<file path="config.mk">
export PLATFORM = sky130hd
export DESIGN_NAME = ethernet_ip_l4_header_parser_top
export DESIGN_NICKNAME = d
export VERILOG_FILES = /design/src/hdl/eihp_pkg.sv /design/src/hdl/ethernet_ip_l4_header_parser_top.sv /design/src/hdl/eihp_front.sv /design/src/hdl/eihp_queue.sv /design/src/hdl/eihp_back.sv
export SDC_FILE = /design/constraint.sdc
export NUM_CORES = 2
export LEC_CHECK = 0
export BUFFER_PORTS_ARGS = -buffer_cell sky130_fd_sc_hd__clkbuf_2
export CAP_MARGIN = 20
export CORE_MARGIN = 2
export CORE_UTILIZATION = 65
export CTS_BUF_LIST = sky130_fd_sc_hd__clkbuf_8
export CTS_CLUSTER_SIZE = 8
export DETAILED_ROUTE_END_ITERATION = 6
export GPL_ROUTABILITY_DRIVEN = 0
export HOLD_SLACK_MARGIN = 0.02
export PLACE_DENSITY = 0.84
export SYNTH_ARGS = -nofsm -noshare
export SYNTH_HDL_FRONTEND = slang
export SYNTH_SLANG_ARGS = --single-unit
</file>
<file path="constraint.sdc">
create_clock -name clk -period 35.8 [get_ports clk]
set_clock_uncertainty 0.2 [all_clocks]
set_input_delay 1.79 -clock clk [delete_from_list [all_inputs] [get_ports clk]]
set_output_delay 1.79 -clock clk [all_outputs]
set_load 0.005 [all_outputs]
</file>
<file path="src/hdl/eihp_pkg.sv">
// ----------------------------------------------------------------------------
// eihp_pkg
// Types and constants shared by the header parser modules.
// ----------------------------------------------------------------------------
`default_nettype none
package eihp_pkg;

  typedef struct packed {
    logic [7:0] data_byte;
    logic       last_byte;
  } in_item_t;

  typedef struct packed {
    logic [3:0]  packet_kind;
    logic [15:0] ether_type;
    logic [7:0]  proto_number;
    logic [31:0] src_addr;
    logic [31:0] dst_addr;
    logic [15:0] src_port;
    logic [15:0] dst_port;
    logic [31:0] seq_number;
    logic [31:0] ack_or_length;
    logic [7:0]  tcp_flag_bits;
    logic [11:0] payload_offset;
    logic [11:0] payload_length;
  } out_item_t;

  localparam logic [3:0] KIND_UNKNOWN = 4'd0;
  localparam logic [3:0] KIND_ETH     = 4'd1;
  localparam logic [3:0] KIND_ARP     = 4'd2;
  localparam logic [3:0] KIND_IP4     = 4'd3;
  localparam logic [3:0] KIND_IP4_TCP = 4'd4;
  localparam logic [3:0] KIND_IP4_UDP = 4'd5;
  localparam logic [3:0] KIND_IP4_ICMP = 4'd6;
  localparam logic [3:0] KIND_IP4_FRAG = 4'd7;
  localparam logic [3:0] KIND_IP6     = 4'd8;
  localparam logic [3:0] KIND_IP6_TCP = 4'd9;
  localparam logic [3:0] KIND_IP6_UDP = 4'd10;
  localparam logic [3:0] KIND_DISCARD = 4'd11;

  localparam logic [15:0] ETYPE_IP4 = 16'h0800;
  localparam logic [15:0] ETYPE_ARP = 16'h0806;
  localparam logic [15:0] ETYPE_IP6 = 16'h86DD;

  localparam logic [7:0] NH_HOP  = 8'd0;
  localparam logic [7:0] NH_ICMP = 8'd1;
  localparam logic [7:0] NH_TCP  = 8'd6;
  localparam logic [7:0] NH_UDP  = 8'd17;
  localparam logic [7:0] NH_ROUTE = 8'd43;
  localparam logic [7:0] NH_FRAG = 8'd44;
  localparam logic [7:0] NH_ESP  = 8'd50;
  localparam logic [7:0] NH_AH   = 8'd51;
  localparam logic [7:0] NH_DEST = 8'd60;

  // Frame summary handed from the parser to the result formatter.
  typedef struct packed {
    logic [3:0]  kind;
    logic [7:0]  nh;
    logic [63:0] f0;
    logic [63:0] f1;
    logic [63:0] f2;
    logic [15:0] start;
    logic [15:0] limit;
    logic [15:0] length;
  } summary_t;

endpackage
`default_nettype wire

</file>
<file path="src/hdl/ethernet_ip_l4_header_parser_top.sv">
// ----------------------------------------------------------------------------
// ethernet_ip_l4_header_parser_top
// Ethernet / ARP / IPv4 / IPv6 / TCP / UDP / ICMP header parser.
// ----------------------------------------------------------------------------
// Feed a captured frame one byte per item; the item with last_byte set
// closes the frame and yields one result item. Bytes are taken one per clock
// unless the queue is full, with no gaps between frames: the front parser
// walks the headers on the fly, a two-entry summary queue decouples it from
// the back formatter, whose output register holds the result while the
// receiver stalls. The last byte's summary passes through the queue into the
// output register. Bytes past MAX_FRAME are ignored but still end a frame.
// ----------------------------------------------------------------------------
`default_nettype none
module ethernet_ip_l4_header_parser_top #(
  parameter int MAX_FRAME = 2048
) (
  input  wire                  clk,
  input  wire                  rst,
  input  wire                  in_valid,
  output logic                 in_stall,
  input  eihp_pkg::in_item_t   in_item,
  output logic                 out_valid,
  input  wire                  out_stall,
  output eihp_pkg::out_item_t  out_item
);
  import eihp_pkg::*;

  summary_t summary, q_data;
  logic     q_full, q_valid, q_pop, accept, push;

  // Hold input off while the queue cannot take a summary.
  assign in_stall = q_full;
  assign accept   = !q_full;
  assign push     = in_valid && accept && in_item.last_byte;

  eihp_front #(.MAX_FRAME(MAX_FRAME)) u_front (
    .clk, .rst, .in_valid, .in_item, .accept, .summary
  );

  eihp_queue u_queue (
    .clk, .rst, .push, .push_data(summary), .full(q_full),
    .not_empty(q_valid), .pop(q_pop), .pop_data(q_data)
  );

  eihp_back u_back (
    .clk, .rst, .q_valid, .q_data, .q_pop, .out_valid, .out_item, .out_stall
  );

`ifndef SYNTHESIS
  // A result must come from a queued summary.
  a_pop_needs_data: assert property (@(posedge clk) disable iff (rst)
    q_pop |-> q_valid) else $error("pop from empty queue");
  // Output register must not be overwritten while stalled.
  a_out_hold: assert property (@(posedge clk) disable iff (rst)
    (out_valid && out_stall) |-> !q_pop) else $error("stalled result lost");
  // No push into a full queue.
  a_no_overflow: assert property (@(posedge clk) disable iff (rst)
    q_full |-> !push) else $error("queue overflow");
`endif

endmodule
`default_nettype wire

</file>
<file path="src/hdl/eihp_front.sv">
// ----------------------------------------------------------------------------
// eihp_front
// Byte-at-a-time header walker; emits a frame summary on the last byte.
// ----------------------------------------------------------------------------
`default_nettype none
module eihp_front #(
  parameter int MAX_FRAME = 2048
) (
  input  wire                  clk,
  input  wire                  rst,
  input  wire                  in_valid,
  input  eihp_pkg::in_item_t   in_item,
  input  wire                  accept,
  output eihp_pkg::summary_t   summary
);
  import eihp_pkg::*;

  localparam int PW = $clog2(MAX_FRAME + 1);

  typedef enum logic [3:0] {
    ST_ETH, ST_IP4, ST_ARP, ST_IP6, ST_EXT, ST_AH, ST_FRAG,
    ST_TCP, ST_UDP, ST_ICMP, ST_ESP, ST_DONE
  } stage_t;

  logic [PW-1:0] pos;
  stage_t        stage;
  logic [11:0]   idx;
  logic [11:0]   slen;
  logic [7:0]    nh;
  logic [15:0]   limit;
  logic [15:0]   frag;
  logic [63:0]   f0, f1, f2;
  logic [15:0]   start;
  logic [3:0]    kind;

  logic [PW-1:0] pos_next;
  stage_t        stage_next;
  logic [11:0]   idx_next;
  logic [11:0]   slen_next;
  logic [7:0]    nh_next;
  logic [15:0]   limit_next;
  logic [15:0]   frag_next;
  logic [63:0]   f0_next, f1_next, f2_next;
  logic [15:0]   start_next;
  logic [3:0]    kind_next;

  logic [15:0] pos16, np;
  logic [16:0] lim_sum;
  logic [7:0]  b;
  logic        in_range;
  logic        stop;

  assign b = in_item.data_byte;
  assign in_range = (PW'(pos) < PW'(MAX_FRAME)) && (pos != PW'(MAX_FRAME));
  assign pos16 = 16'(pos);
  assign np = pos16 + 16'd1;

  always_comb begin
    pos_next = pos; stage_next = stage; idx_next = idx; slen_next = slen;
    nh_next = nh; limit_next = limit; frag_next = frag;
    f0_next = f0; f1_next = f1; f2_next = f2; start_next = start;
    kind_next = kind; stop = 1'b0; lim_sum = 17'd0;
    if (in_range) begin
      pos_next = pos + PW'(1);
      if (stage != ST_DONE) begin
        if (pos16 >= limit) begin
          stage_next = ST_DONE; stop = 1'b1;
        end else begin
          case (stage)
            ST_ETH: begin
              if (idx == 12'd12) f2_next[31:24] = b;
              if (idx == 12'd13) f2_next[23:16] = b;
            end
            ST_IP4: begin
              if (idx == 12'd0) begin
                if (b[3:0] < 4'd5) begin
                  stage_next = ST_DONE; stop = 1'b1;
                end else slen_next = {6'd0, b[3:0], 2'b00};
              end
              if (idx == 12'd6) frag_next[15:8] = b;
              if (idx == 12'd7) frag_next[7:0] = b;
              if (idx == 12'd9) nh_next = b;
              if (idx >= 12'd12 && idx <= 12'd19)
                f0_next[8*(7-(idx[2:0]^3'd4)) +: 8] = b;
            end
            ST_ARP: begin
              if (idx == 12'd6) f1_next[15:8] = b;
              if (idx == 12'd7) f1_next[7:0] = b;
              if (idx >= 12'd14 && idx <= 12'd17)
                f0_next[8*(7-(idx[1:0]^2'd2)) +: 8] = b;
              if (idx >= 12'd24 && idx <= 12'd27)
                f0_next[8*(3-idx[1:0]) +: 8] = b;
            end
            ST_IP6: begin
              if (idx == 12'd0 && b[7:4] != 4'd6) begin
                stage_next = ST_DONE; stop = 1'b1;
              end
              if (idx == 12'd4) frag_next[15:8] = b;
              if (idx == 12'd5) frag_next[7:0] = b;
              if (idx == 12'd6) nh_next = b;
            end
            ST_EXT: begin
              if (idx == 12'd0) nh_next = b;
              if (idx == 12'd1) slen_next = {({1'b0, b} + 9'd1), 3'b000};
            end
            ST_AH: begin
              if (idx == 12'd0) nh_next = b;
              if (idx == 12'd1) slen_next = {1'b0, 9'(b) + 9'd2, 2'b00};
            end
            ST_FRAG: begin
              if (idx == 12'd0) nh_next = b;
              if (idx == 12'd2) frag_next[15:8] = b;
              if (idx == 12'd3) frag_next[7:0] = b;
            end
            ST_TCP: begin
              if (idx <= 12'd3) f2_next[8*(7-idx[1:0]) +: 8] = b;
              else if (idx <= 12'd11) f1_next[8*(7-3'(idx-12'd4)) +: 8] = b;
              else if (idx == 12'd12) begin
                if (b[7:4] < 4'd5) begin
                  stage_next = ST_DONE; stop = 1'b1;
                end else slen_next = {6'd0, b[7:4], 2'b00};
              end else if (idx == 12'd13) f2_next[7:0] = b;
            end
            ST_UDP: begin
              if (idx <= 12'd3) f2_next[8*(7-idx[1:0]) +: 8] = b;
              else if (idx == 12'd4) f1_next[15:8] = b;
              else if (idx == 12'd5) f1_next[7:0] = b;
            end
            ST_ICMP: begin
              if (idx == 12'd0) f2_next[55:48] = b;
              if (idx == 12'd1) f2_next[39:32] = b;
            end
            default: ;
          endcase
          if (!stop) begin
            if (idx + 12'd1 >= slen_next) begin
              idx_next = 12'd0;
              case (stage)
                ST_ETH: begin
                  kind_next = KIND_ETH;
                  if (f2_next[31:16] == ETYPE_IP4) begin
                    stage_next = ST_IP4; slen_next = 12'd20;
                  end else if (f2_next[31:16] == ETYPE_ARP) begin
                    stage_next = ST_ARP; slen_next = 12'd28;
                  end else if (f2_next[31:16] == ETYPE_IP6) begin
                    kind_next = KIND_DISCARD; stage_next = ST_IP6; slen_next = 12'd40;
                  end else stage_next = ST_DONE;
                end
                ST_IP4: begin
                  start_next = np;
                  if (frag_next[13:0] != 14'd0) begin
                    kind_next = KIND_IP4_FRAG; stage_next = ST_DONE;
                  end else begin
                    kind_next = KIND_IP4;
                    if (nh_next == NH_TCP) begin
                      stage_next = ST_TCP; slen_next = 12'd20;
                    end else if (nh_next == NH_UDP) begin
                      stage_next = ST_UDP; slen_next = 12'd8;
                    end else if (nh_next == NH_ICMP) begin
                      stage_next = ST_ICMP; slen_next = 12'd8;
                    end else stage_next = ST_DONE;
                  end
                end
                ST_ARP: begin
                  kind_next = KIND_ARP; stage_next = ST_DONE;
                end
                ST_ESP: begin
                  kind_next = KIND_IP6; stage_next = ST_DONE;
                end
                ST_TCP: begin
                  kind_next = (kind == KIND_IP4) ? KIND_IP4_TCP : KIND_IP6_TCP;
                  start_next = np; stage_next = ST_DONE;
                end
                ST_UDP: begin
                  kind_next = (kind == KIND_IP4) ? KIND_IP4_UDP : KIND_IP6_UDP;
                  start_next = np; stage_next = ST_DONE;
                end
                ST_ICMP: begin
                  kind_next = KIND_IP4_ICMP; stage_next = ST_DONE;
                end
                ST_IP6, ST_EXT, ST_AH, ST_FRAG: begin
                  kind_next = KIND_IP6; start_next = np;
                  if (stage == ST_IP6) begin
                    // payload end = first byte after the header plus payload length
                    lim_sum = {1'b0, np} + {1'b0, frag_next};
                    limit_next = lim_sum[16] ? 16'hFFFF : lim_sum[15:0];
                    frag_next = 16'd0;
                  end
                  if (stage == ST_FRAG &&
                      (frag_next[15:3] != 13'd0 || frag_next[0])) begin
                    stage_next = ST_DONE;
                  end else begin
                    // next-header dispatch
                    case (nh_next)
                      NH_HOP, NH_ROUTE, NH_DEST: begin
                        kind_next = KIND_DISCARD; stage_next = ST_EXT; slen_next = 12'd8;
                      end
                      NH_AH: begin
                        kind_next = KIND_DISCARD; stage_next = ST_AH; slen_next = 12'd8;
                      end
                      NH_FRAG: begin
                        kind_next = KIND_DISCARD; stage_next = ST_FRAG; slen_next = 12'd8;
                      end
                      NH_ESP: begin
                        kind_next = KIND_DISCARD; stage_next = ST_ESP; slen_next = 12'd2;
                      end
                      NH_TCP: begin
                        stage_next = ST_TCP; slen_next = 12'd20;
                      end
                      NH_UDP: begin
                        stage_next = ST_UDP; slen_next = 12'd8;
                      end
                      default: stage_next = ST_DONE;
                    endcase
                  end
                end
                default: stage_next = ST_DONE;
              endcase
            end else idx_next = idx + 12'd1;
          end
        end
      end
    end
  end

  always_comb begin
    summary.kind   = kind_next;
    summary.nh     = nh_next;
    summary.f0     = f0_next;
    summary.f1     = f1_next;
    summary.f2     = f2_next;
    summary.start  = start_next;
    summary.limit  = limit_next;
    summary.length = 16'(pos_next);
  end

  always_ff @(posedge clk) begin
    if (rst || (accept && in_valid && in_item.last_byte)) begin
      pos <= '0; stage <= ST_ETH; idx <= '0; slen <= 12'd14; nh <= '0;
      limit <= 16'hFFFF; frag <= '0; f0 <= '0; f1 <= '0; f2 <= '0;
      start <= '0; kind <= KIND_UNKNOWN;
    end else if (accept && in_valid) begin
      pos <= pos_next; stage <= stage_next; idx <= idx_next; slen <= slen_next;
      nh <= nh_next; limit <= limit_next; frag <= frag_next;
      f0 <= f0_next; f1 <= f1_next; f2 <= f2_next;
      start <= start_next; kind <= kind_next;
    end
  end

endmodule
`default_nettype wire

</file>
<file path="src/hdl/eihp_queue.sv">
// ----------------------------------------------------------------------------
// eihp_queue
// Two-entry summary queue between the parser and the result formatter.
// ----------------------------------------------------------------------------
`default_nettype none
module eihp_queue (
  input  wire                 clk,
  input  wire                 rst,
  input  wire                 push,
  input  eihp_pkg::summary_t  push_data,
  output logic                full,
  output logic                not_empty,
  input  wire                 pop,
  output eihp_pkg::summary_t  pop_data
);
  import eihp_pkg::*;

  summary_t    mem [2];
  logic        wr_ptr, rd_ptr;
  logic [1:0]  count;

  assign full      = (count == 2'd2);
  assign not_empty = (count != 2'd0);
  assign pop_data  = mem[rd_ptr];

  always_ff @(posedge clk) begin
    if (push) mem[wr_ptr] <= push_data;
  end

  always_ff @(posedge clk) begin
    if (rst) begin
      wr_ptr <= 1'b0; rd_ptr <= 1'b0; count <= 2'd0;
    end else begin
      if (push) wr_ptr <= ~wr_ptr;
      if (pop) rd_ptr <= ~rd_ptr;
      count <= count + 2'(push) - 2'(pop);
    end
  end

endmodule
`default_nettype wire

</file>
<file path="src/hdl/eihp_back.sv">
// ----------------------------------------------------------------------------
// eihp_back
// Turns a frame summary into a result item held in an output register.
// ----------------------------------------------------------------------------
`default_nettype none
module eihp_back (
  input  wire                 clk,
  input  wire                 rst,
  input  wire                 q_valid,
  input  eihp_pkg::summary_t  q_data,
  output logic                q_pop,
  output logic                out_valid,
  output eihp_pkg::out_item_t out_item,
  input  wire                 out_stall
);
  import eihp_pkg::*;

  out_item_t r;
  logic [3:0] k;
  logic [15:0] end_pos, diff;

  assign q_pop = q_valid && (!out_valid || !out_stall);
  assign k = q_data.kind;
  assign end_pos = (q_data.length < q_data.limit) ? q_data.length : q_data.limit;
  assign diff = end_pos - q_data.start;

  always_comb begin
    r = '0;
    r.packet_kind = k;
    if (k != KIND_UNKNOWN && k != KIND_DISCARD) begin
      r.ether_type = q_data.f2[31:16];
      if (k == KIND_ARP) begin
        r.src_addr = q_data.f0[63:32];
        r.dst_addr = q_data.f0[31:0];
        r.ack_or_length = q_data.f1[31:0];
      end else if (k >= KIND_IP4) begin
        r.proto_number = q_data.nh;
        if (k <= KIND_IP4_FRAG) begin
          r.src_addr = q_data.f0[63:32];
          r.dst_addr = q_data.f0[31:0];
        end
        if (k inside {KIND_IP4_TCP, KIND_IP4_UDP, KIND_IP4_ICMP,
                      KIND_IP6_TCP, KIND_IP6_UDP}) begin
          r.src_port = q_data.f2[63:48];
          r.dst_port = q_data.f2[47:32];
        end
        if (k inside {KIND_IP4_TCP, KIND_IP6_TCP}) begin
          r.seq_number = q_data.f1[63:32];
          r.tcp_flag_bits = q_data.f2[7:0];
        end
        if (k inside {KIND_IP4_TCP, KIND_IP4_UDP, KIND_IP6_TCP, KIND_IP6_UDP})
          r.ack_or_length = q_data.f1[31:0];
        r.payload_offset = q_data.start[11:0];
        r.payload_length = (end_pos > q_data.start) ? diff[11:0] : 12'd0;
      end
    end
  end

  always_ff @(posedge clk) begin
    if (rst) begin
      out_valid <= 1'b0;
    end else if (q_pop) begin
      out_valid <= 1'b1;
    end else if (!out_stall) begin
      out_valid <= 1'b0;
    end
  end

  always_ff @(posedge clk) begin
    if (q_pop) out_item <= r;
  end

endmodule
`default_nettype wire

</file>
==> results.md <==
- Status: finished with violations
- Violated checks: DRC
- Top-Level Pins: 235
- Routed WL: approximately 130000 um
- P&R area growth vs syn: 10.4%
- Synth Instances: approximately 4300
- Die Wd: ~270 um
- Achievable frequency: between 100 and 150 MHz
- DP HPWL: 82100 um
- Total track usage: between 30 and 40%
- FFs w/ async S/R, synth: 0%
- Initial antenna violation count: 6
- R2r setup slk: 28400 ps
- Syn avg cell area: approximately 11 um^2
- Max_slew headroom: about 15%
- Core ar.: 0.0714 mm^2
- Clk sinks: about 1000
- Max VDD drop: ~53 uV
- Root Driver: clkbuf_8
- Ys flop type: edfxtp_1
- Critical path cell sequence: ha_1, nor2b_1, nand3_1, a21oi_2, and2_1, a21o_1, ha_1, inv_1, fa_1, nor2b_1, o21ai_0, a21boi_0, o21ai_0, a211oi_1, o21ai_0, a221oi_1, nand3_1, and3_1, a21oi_1
- Fill cells: between 4000 and 5000
- Tot Pwr: 3.21 mW
- Worst Hold Class: flip-flop to flip-flop
- CTS tree: done
- Crit path largest cell delay: a little over 1000 ps
- Number of global-route vias before repair: around 34000
- Hold path start: u_front.f1[49]$_SDFFE_PP0P_
- Register area share after synthesis: 57.3%
- Grt ovf: 0
- Area of the multi-input gates: between 0.015 and 0.02 mm^2
- Setup TNS: 0 ps
- Slowest-stage cell, CP: ha_1
- Largest net degree at the start of global routing: approximately 130
- Starting DRT DRC Count: between 5000 and 6000
- Synthesized area: ~0.047 mm^2
- RSZ-0062 raised after global routing: no
- Die Area: about 0.074 mm^2
- DRC viols: 85
- Per-cell routed wire length: around 23 um
- Quantity of gates resized following cts: 0
- Num CTS Buffers: 157
- Reg-to-reg endpoint: u_queue.mem[1][23]$_DFFE_PP_
- Data arrival, critical path: ~7800 ps
- Buffers added on ports: 234
- Routed Antenna Nets: 0
- Library cells used by synthesis: just under 100
- Layout cells sized above 1: about 14%
- PD cells: 62.1 mW/mm^2
- Fin nets: roughly 4600
- Post-CTS Setup Bufs: 0
- Critical path fanouts, max: 30
- Yosys Warn Count: 0
- Req. time, crit path: around 36000 ps
- CP dominant cell by count: o21ai_0
- Slew Limit Fails: 0
- FF-to-FF path depth: 19
- H-tree depth: 4
- Setup violators final: 0
- Final Hold Viols: 0
- Starting Density: about two thirds
- Clock transition at path regs: roughly 70 ps
- Die height: about 270 um
- Leak: slightly below 20 nW
- Hold Path End: u_front.f1[49]$_SDFFE_PP0P_
- Rows: 98
- Worst Setup End Kind: flip-flop
- Worst-margin pin slew: 1280 ps
- Launching point of the worst reg2reg path: u_front.idx[0]$_SDFFE_PP0P_
- Synthesized flop and latch total: a little under 1000
- Register area: 0.0268 mm^2
- Hold Path Cell Cnt: 2
- Clock Path Buffers: 3
- Max-Cap Viols: 0
- Fin crit period: around 7400 ps
- Cts hold-fix bufs: 0
- Period Utilization, post-route: between 20% and 30%
- Routed vias/inst: between 6 and 7
- Critical setup path kind: flip-flop to flip-flop
- Number of synthesized flops with an enable pin: 700
- Global-route wire length before repair: about 190000 um
- Worst hold slack: around 250 ps
- Via Count: around 36000
- Pre-Repair DR Iteration Count: 7
- Startpoint types: flip-flop
- Worst-Skew Late Latency: about 820 ps
==> cell families (layout without fill, tap and decap cells) <==
logic type,Yosys count,after routing,synth area share (%)
compound gates,974,974,13.9
xor+xnor,66,66,1.24
fa+ha+maj,80,80,2.17
buf+inv,378,679,3.10
flops,990,990,57.3
mux,370,370,8.12
other cells,1,5,0.00801
simple gates,1474,1474,14.2
==> routing by layer <==
| metal | global-route usage [%] | wire, um | vias up |
|---|---|---|---|
| met1 | 43.4 | 47900 | 17200 |
| met5 | 0 | 66 | - |
| met2 | 51.8 | 57300 | 2311 |
| met3 | 9.43 | 14700 | 601 |
| met4 | 18.5 | 7640 | 10 |
| li1 | - | - | 16300 |
==> report_power, final <==
| part | internal (mW) | leakage, nW | switching, mW |
|---|---|---|---|
| sequential | 1.46 | 8.95 | 0.0734 |
| clock | 0.475 | 1.85 | 0.445 |
| combinational | 0.267 | 8.74 | 0.490 |
==> registers in the layout, summed over array words and instances, names as in the netlist, 16 cells and up, named ones only <==
register,count
u_back.out_item,220
u_front.f2,56
u_queue.mem,480
u_front.start,16
u_front.frag,16
u_front.limit,16
u_front.f0,64
u_front.f1,64
==> Yosys cell counts (34+ instances only) <==
| library cell | number | area, um^2 |
|---|---|---|
| xnor2_1 | 35 | 307 |
| a22o_1 | 52 | 455 |
| clkbuf_1 | 252 | 946 |
| a31oi_1 | 36 | 225 |
| a211oi_1 | 34 | 255 |
| o211a_1 | 41 | 410 |
| nor3_1 | 136 | 681 |
| and3_1 | 37 | 231 |
| nor2_1 | 664 | 2490 |
| dfxtp_1 | 290 | 5810 |
| nand2b_1 | 56 | 350 |
| a22oi_1 | 34 | 255 |
| mux2_2 | 79 | 890 |
| nand2_1 | 360 | 1350 |
| mux2i_1 | 291 | 2910 |
| o22ai_1 | 51 | 319 |
| o21ai_0 | 186 | 931 |
| ha_1 | 78 | 976 |
| edfxtp_1 | 700 | 21000 |
| nand3_1 | 60 | 300 |
| inv_1 | 86 | 323 |
| a21oi_1 | 294 | 1470 |
==> cells in the final DEF, fill, tap and decap left out, types with 41 or more instances in the layout <==
cell type  Yosys  layout
o22ai_1       51      51
nor2_1       664     661
buf_4          1      62
nor3_1       136     136
o21ai_0      186     186
mux2i_1      291     291
edfxtp_1     700     700
nand3_1       60      59
o211a_1       41      41
nand2_1      360     359
a22o_1        52      52
mux2_2        79      79
clkbuf_2       0     234
inv_1         86     175
dfxtp_1      290     289
nand2b_1      56      53
clkbuf_8       0     173
a21oi_1      294     291
ha_1          78      78
==> worst max-delay path, delay by kind of cell, from the launching register on <==
kind,cells,cell delay (ps)
buf+inv,1,60
compound gates,9,2220
fa+ha+maj,3,1590
flops,1,870
simple gates,6,2260
==> per-stage QoR <==
step	utilization (%)	worst slack, ps	instance area (um^2)	cells
after floorplan	-	21000	46800	4336
after global placement	68.2	28750	48700	5292
after detailed placement	68.2	28600	48700	5292
after CTS	72.4	28760	51700	5585
after global routing	72.4	28160	51700	5588
final	72.4	28400	51700	5588
==> worst max-delay path by stage <==
stage / slack (ps) / end / start / depth (start not counted)
global placement: 28750 / u_front.start[2]$_SDFFE_PP0P_ / in_item[1] / 22
finish: 28400 / u_queue.mem[1][23]$_DFFE_PP_ / u_front.idx[0]$_SDFFE_PP0P_ / 19
floorplan: 21000 / u_queue.count[1]$_SDFF_PP0_ / out_stall / 7
CTS: 28760 / u_back.out_item[4]$_SDFFCE_PP0P_ / flip-flop / 24
detailed placement: 28600 / u_front.start[2]$_SDFFE_PP0P_ / in_item[1] / 22
global route: 28160 / u_queue.mem[1][23]$_DFFE_PP_ / u_front.idx[0]$_SDFFE_PP0P_ / 19
==> layout make-up <==
class	count	share of cell area (%)
clock buffer	173	4.61
inverter	88	0.639
clock inverter	120	1.21
multi-input combinational	2968	36.1
timing repair buffer	298	3.22
sequential	990	51.9
antenna	1	0.00484
tap	950	2.30
No activity file was read; power rests on OpenSTA's default activity.
